<file path="src/hw/rtl/tea_pkg.sv">
// Shared types, constants and round functions for the TEA block encryption pipeline.
// No dependencies; every RTL file of the block imports it.
`default_nettype none

package tea_pkg;

   localparam int WORD_WIDTH          = 32;
   localparam int ROUND_COUNT_DEFAULT = 32;
   localparam int CSR_INDEX_WIDTH     = 2;

   localparam logic [WORD_WIDTH-1:0] TEA_DELTA = 32'h9e3779b9;

   localparam logic [WORD_WIDTH-1:0] KEY_WORD_0_RESET = 32'h1;
   localparam logic [WORD_WIDTH-1:0] KEY_WORD_1_RESET = 32'h2;
   localparam logic [WORD_WIDTH-1:0] KEY_WORD_2_RESET = 32'h3;
   localparam logic [WORD_WIDTH-1:0] KEY_WORD_3_RESET = 32'h4;

   typedef logic [WORD_WIDTH-1:0] word_type;

   typedef enum logic [CSR_INDEX_WIDTH-1:0] {
      CSR_KEY_WORD_0 = 2'd0,
      CSR_KEY_WORD_1 = 2'd1,
      CSR_KEY_WORD_2 = 2'd2,
      CSR_KEY_WORD_3 = 2'd3
   } csr_index_type;

   // One pipeline slot: valid bit travels with the block halves.
   typedef struct packed {
      logic     valid;
      word_type left;
      word_type right;
   } stage_type;

   // Running sum after round r (0-based), wrapped to 32 bits.
   function automatic word_type round_sum(input int unsigned round_index);
      logic [2*WORD_WIDTH-1:0] product;
      product = (2*WORD_WIDTH)'(round_index + 1) * (2*WORD_WIDTH)'(TEA_DELTA);
      return product[WORD_WIDTH-1:0];
   endfunction

   function automatic word_type tea_mix(input word_type half, input word_type sum,
                                        input word_type key_a, input word_type key_b);
      return ((half << 4) + key_a) ^ (half + sum) ^ ((half >> 5) + key_b);
   endfunction

endpackage

`default_nettype wire

</file>
<file path="src/hw/rtl/tea_half_round.sv">
// One registered half-round of TEA: updates either the left or the right half.
// Depends on tea_pkg.
`default_nettype none

module tea_half_round #(
   parameter logic [31:0] ROUND_SUM    = 32'h0,
   parameter bit          UPDATE_RIGHT = 1'b0
) (
   input  wire                 clock,
   input  wire                 reset,
   input  wire                 advance,
   input  tea_pkg::stage_type  stage_in,
   input  tea_pkg::word_type   key_a,
   input  tea_pkg::word_type   key_b,
   output tea_pkg::stage_type  stage_out
);
   import tea_pkg::*;

   logic     valid_ff;
   word_type left_ff, left_in;
   word_type right_ff, right_in;

   always_comb begin
      left_in  = stage_in.left;
      right_in = stage_in.right;
      if (UPDATE_RIGHT) begin
         right_in = stage_in.right + tea_mix(stage_in.left, ROUND_SUM, key_a, key_b);
      end else begin
         left_in = stage_in.left + tea_mix(stage_in.right, ROUND_SUM, key_a, key_b);
      end
   end

   always_ff @(posedge clock) begin
      if (reset) begin
         valid_ff <= 1'b0;
      end else if (advance) begin
         valid_ff <= stage_in.valid;
      end
   end

   // Payload needs no reset; hold it while the pipeline is frozen.
   always_ff @(posedge clock) begin
      if (advance) begin
         left_ff  <= left_in;
         right_ff <= right_in;
      end
   end

   assign stage_out = '{valid: valid_ff, left: left_ff, right: right_ff};

endmodule

`default_nettype wire
</file>
<file path="config.mk">
export PLATFORM = sky130hd
export DESIGN_NAME = tea_half_round
export DESIGN_NICKNAME = d
export VERILOG_FILES = /design/src/hw/rtl/tea_pkg.sv /design/src/hw/rtl/tea_half_round.sv
export SDC_FILE = /design/constraint.sdc
export NUM_CORES = 1
export LEC_CHECK = 0
export ABC_CLOCK_PERIOD_IN_PS = 9700
export BUFFER_PORTS_ARGS = -buffer_cell sky130_fd_sc_hd__buf_2
export CAP_MARGIN = 10
export CORE_ASPECT_RATIO = 0.6
export CORE_MARGIN = 3
export CORE_UTILIZATION = 39
export CTS_CLUSTER_SIZE = 16
export DETAILED_ROUTE_END_ITERATION = 7
export GPL_ROUTABILITY_DRIVEN = 0
export PLACE_DENSITY = 0.72
export SETUP_SLACK_MARGIN = 0.2
export SLEW_MARGIN = 15
export SYNTH_ARGS = -nofsm -noshare
export SYNTH_HDL_FRONTEND = slang
export SYNTH_SLANG_ARGS = --single-unit
</file>
<file path="constraint.sdc">
create_clock -name clock -period 9.7 [get_ports clock]
set_input_delay 1.455 -clock clock [delete_from_list [all_inputs] [get_ports clock]]
set_output_delay 1.455 -clock clock [all_outputs]
set_load 0.1 [all_outputs]
</file>
## Word level (Yosys, flattened, before mapping)

Cells that the tools add are included.

- $add $sub $neg: 3
- Bitwise gates (word level): 2

Operators with widths:

| kind | count |
|---|---|
| 32-bit adder | 2 |
| 32-bit bitwise XOR | 2 |
| 27-bit by 32-bit adder with 32-bit output | 1 |

- Register bits: 65
- Input port bits: 132
- Output and inout port bits: 65
- Word-level logic and storage cells: 8

## Longest topological paths before layout

- Depth in word-level cells: 4
- Depth in mapped cells: 21
- Gate-level depth less buffers: 21

## Worst setup path after synthesis

No wires, ideal clock.

- Kind: input port to flip-flop
- Start point: input port stage_in[0] (netlist name)
- End point: register left_ff[30] (data pin)
- Data arrival time: 5.333 ns
- Data required time: 9.442 ns
- Slack: 4.109 ns
- Stages on the path: 19
- Cell sequence: ha_1 fa_1 a21oi_2 o32ai_2 o31a_1 a221o_1 a221oi_2 xnor2_1 xnor2_1 ha_1 a21o_1 a21o_1 or3_1 o21ai_0 a31oi_1 a211oi_2 o21ai_0 a21oi_1 xnor2_1

- Longest elaborated chain between the ends: 4

Ends and longest elaborated chain:

| item | line | RTL |
|---|---|---|
| start: declaration | tea_half_round.sv:12 | `input tea_pkg::stage_type stage_in,` |
| 32-bit adder | tea_pkg.sv:43 | `return ((half << 4) + key_a) ^ (half + sum) ^ ((half >> 5) + key_b);` |
| 32-bit bitwise XOR (*) (2 in series) | tea_pkg.sv:43 |  |
| 32-bit adder (*) | tea_half_round.sv:29 | `left_in = stage_in.left + tea_mix(stage_in.right, ROUND_SUM, key_a, key_b);` |
| via left_in[30] | tea_half_round.sv:20 | `word_type left_ff, left_in;` |
| end signal: assignment | tea_half_round.sv:44 | `left_ff <= left_in;` |
| end: declaration | tea_half_round.sv:20 |  |

Mark *: on every way through the listed nets, which the timed path passes. The rest lies on a longest branch.
A chain may end at the register's enable or synchronous reset.

## Final worst setup path

Ends and elaborated chain as after synthesis.

==> results.toml <==
[die]
initial_utilization = 0.406
chipWidth_um = 176
dieArea_sq_um = 18900
coreArea_sq_um = 16600
die_h_um = 108
ios = 197
std_cell_rows = 36

[timing]
fin_setup_tns_ns = 0
whs_ns = 0.505
fmax_mhz = 170
worst_slew_pin_slew_ns = 0.605
period_needed_ns = 5.87
maxSlewHeadroom = 0.596
hold_viol_final = 0
min_period_over_period = 0.605
drv_slew = 0
skew_ns = 0
rsz0062_at_grt = "false"
setup-violations-final = 0

[worst_hold_path]
hold_path_class = "flip-flop to flip-flop"
holdPathStages = 2

[synth]
yosysSeqAreaShare = 0.289
ys_ff_latch = 65
synthFlopType = "edfxtp_1"
synth_cells = 693
synth_area_leader_cell = "edfxtp_1"
synth_edf_count = 64
postSynth.asyncResetShare = 0
synth_commonest_cells = "128 x xnor2_1, 87 x ha_1, 71 x a21oi_1"
ys_warn_count = 0
syn_nets = 915
yosysMostFrequentCell = "xnor2_1"
synthTopCellsByArea = "edfxtp_1 29%, xnor2_1 17%, ha_1 16%"
yosysUniqueCellTypes = 63
avgSynthCellArea_sq_um = 9.70
yosysTopAreaCellShare = 0.286
netlist_area_sq_um = 6720

[placement]
place.port_buffers = 196
dp_hpwl_um = 16600
postPlaceCellArea_sq_um = 7960

[detailed_routing]
vias = 5952
viasPerCell = 5.28
drc = 0
wl_um = 19700
wl_per_cell_um = 17.5
antenna_left = 0
drtIter0Drc = 424
dr.pass1.iters = 5

[clock_tree]
clkLatencyLatePin_ns = 0.34
cts_tree = "done"
clock_sinks = 65
cts_setup_buffers = 0
hold_buffers = 0
h-tree-depth = 3
postCtsResizedCells = 0
clk_path_buf_depth = 2
clk_pin_slew_worst_paths_ns = 0.06
cts_buffers = 9
clockRootBuffer = "clkbuf_16"

[global_route]
use_met2 = 0.284
grt_start_max_net_pins = 45
grt_pass1_vias = 5657
use_met1 = 0.314
top_usage_layer = "met1"
grt-ovfl-total = 0
antenna_found_initial = 4
grt_usage = 0.207
gr-usage-met3 = 0.0645
grt_pass1_wl_um = 30300

[cells_and_area]
syn2layout_area_growth_pct = 23.0
nNetsFinal = 1115
design_area_sq_um = 8270
drive_above_1_share = 0.266

[critical_path]
cp-start-kind = "input port"
worst-path-max-fanout = 4
worstPathRequired_ns = 9.79
critPathKind = "input port to flip-flop"
crit_family = "compound AO/OA/AOI/OAI gates"
r2r.worst_path.cells = 2
worst-path-stages = 20
crit_buf_inv = 1
path_cells = "buf_2 -> ha_1 -> fa_1 -> a21oi_2 -> o32ai_2 -> o31a_1 -> a221o_1 -> a221oi_2 -> xnor2_1 -> xnor2_1 -> ha_1 -> a21o_1 -> a21o_1 -> or3_1 -> o21ai_0 -> a31oi_1 -> a211oi_2 -> o21ai_0 -> a21oi_1 -> xnor2_1"
slowest_stage = "fa_1"
end_kind = "flip-flop"
cpPeakStageDelay_ns = 0.43
arrival_ns = 5.96
crit_top_cell = "xnor2_1"

[status]
status = "complete, no violations"

[power_and_ir_drop]
ir_drop_v = 0.000122
leakagePower_nw = 3.67
p_total_w = 0.00234
p_per_area_nw_per_um2 = 283

[job]
drv_cap = 0
-- final cells by class --
cell class,count,area [sq um]
clock buffers,9,225
flip-flops and latches,65,1940
multi-input cells,596,4660
clock inverters,7,78.8
repair buffers,197,988
well taps,228,285
fillers,1649,8310
diodes,1,2.50
inverters,24,90.1
-- report_power, final --
group,internal (W),total (W),switching [W],leakage (nW)
combinational,0.000452,0.00156,0.00110,2.89
sequential,0.000431,0.000449,0.0000173,0.635
clock,0.000202,0.000339,0.000138,0.150
total,0.00109,0.00234,0.00126,3.67
-- layer usage --
metal  share of wire  vias to the layer above
met5          0.0018                        -
met4          0.0077                        6
met3           0.094                       21
met2            0.40                      216
met1            0.50                     2726
li1                -                     2983
-- through the flow --
stage	utilization	cells	setup slack, ns
after floorplan	-	693	4.11
after global placement	0.480	1110	3.61
after detailed placement	0.480	1110	3.50
after CTS	0.499	1126	3.87
after global routing	0.499	1127	3.64
final	0.499	1127	3.83
-- registers in the layout, indices dropped and copies added, names as in the netlist --
register and flops:
valid_ff 1, left_ff 32, right_ff 32
-- cell usage in the layout (no fill, tap or decap), types with 3 or more instances in the layout --
cell	count
edfxtp_1	64
o21ai_1	3
nor3_1	6
nor2_1	33
or3_1	3
nand4_1	4
o31a_1	3
inv_1	24
a211oi_1	8
nand2b_1	9
clkbuf_16	9
o21ai_2	3
o21bai_1	13
xor2_1	20
nand2_1	35
a21oi_1	71
ha_1	87
nand3_1	13
buf_2	196
nor2b_1	6
and3_1	6
a21o_1	37
a31oi_1	5
xnor2_1	128
o211ai_1	3
clkinv_4	3
o21a_1	11
a21oi_2	4
o21ai_0	33
o31ai_1	4
fa_1	3
-- path summary, 6_finish.rpt --
path | from | end | slack, ns
max | stage_in[0] | left_ff[30] | 3.83
min | valid_ff | valid_ff | 0.50
max reg2reg | valid_ff | valid_ff | 9.11
min reg2reg | valid_ff | valid_ff | 0.50
-- worst min-delay path: cells and delay by family (launching register included) --
kind	cells	cell delay, ns
flip-flops	1	0.33
multiplexers	1	0.07
AND/OR/NAND/NOR	1	0.07
-- cells by family after synthesis --
kind of cell,Yosys count,synth area share
AO/OA/AOI/OAI,234,0.242
flip-flops,65,0.289
multiplexers,1,0.00149
adder cells (fa/ha/maj),90,0.171
AND/OR/NAND/NOR,123,0.0862
buffers and inverters,32,0.0184
XOR/XNOR,148,0.193
Note: power is estimated with default switching activity, not from simulation.
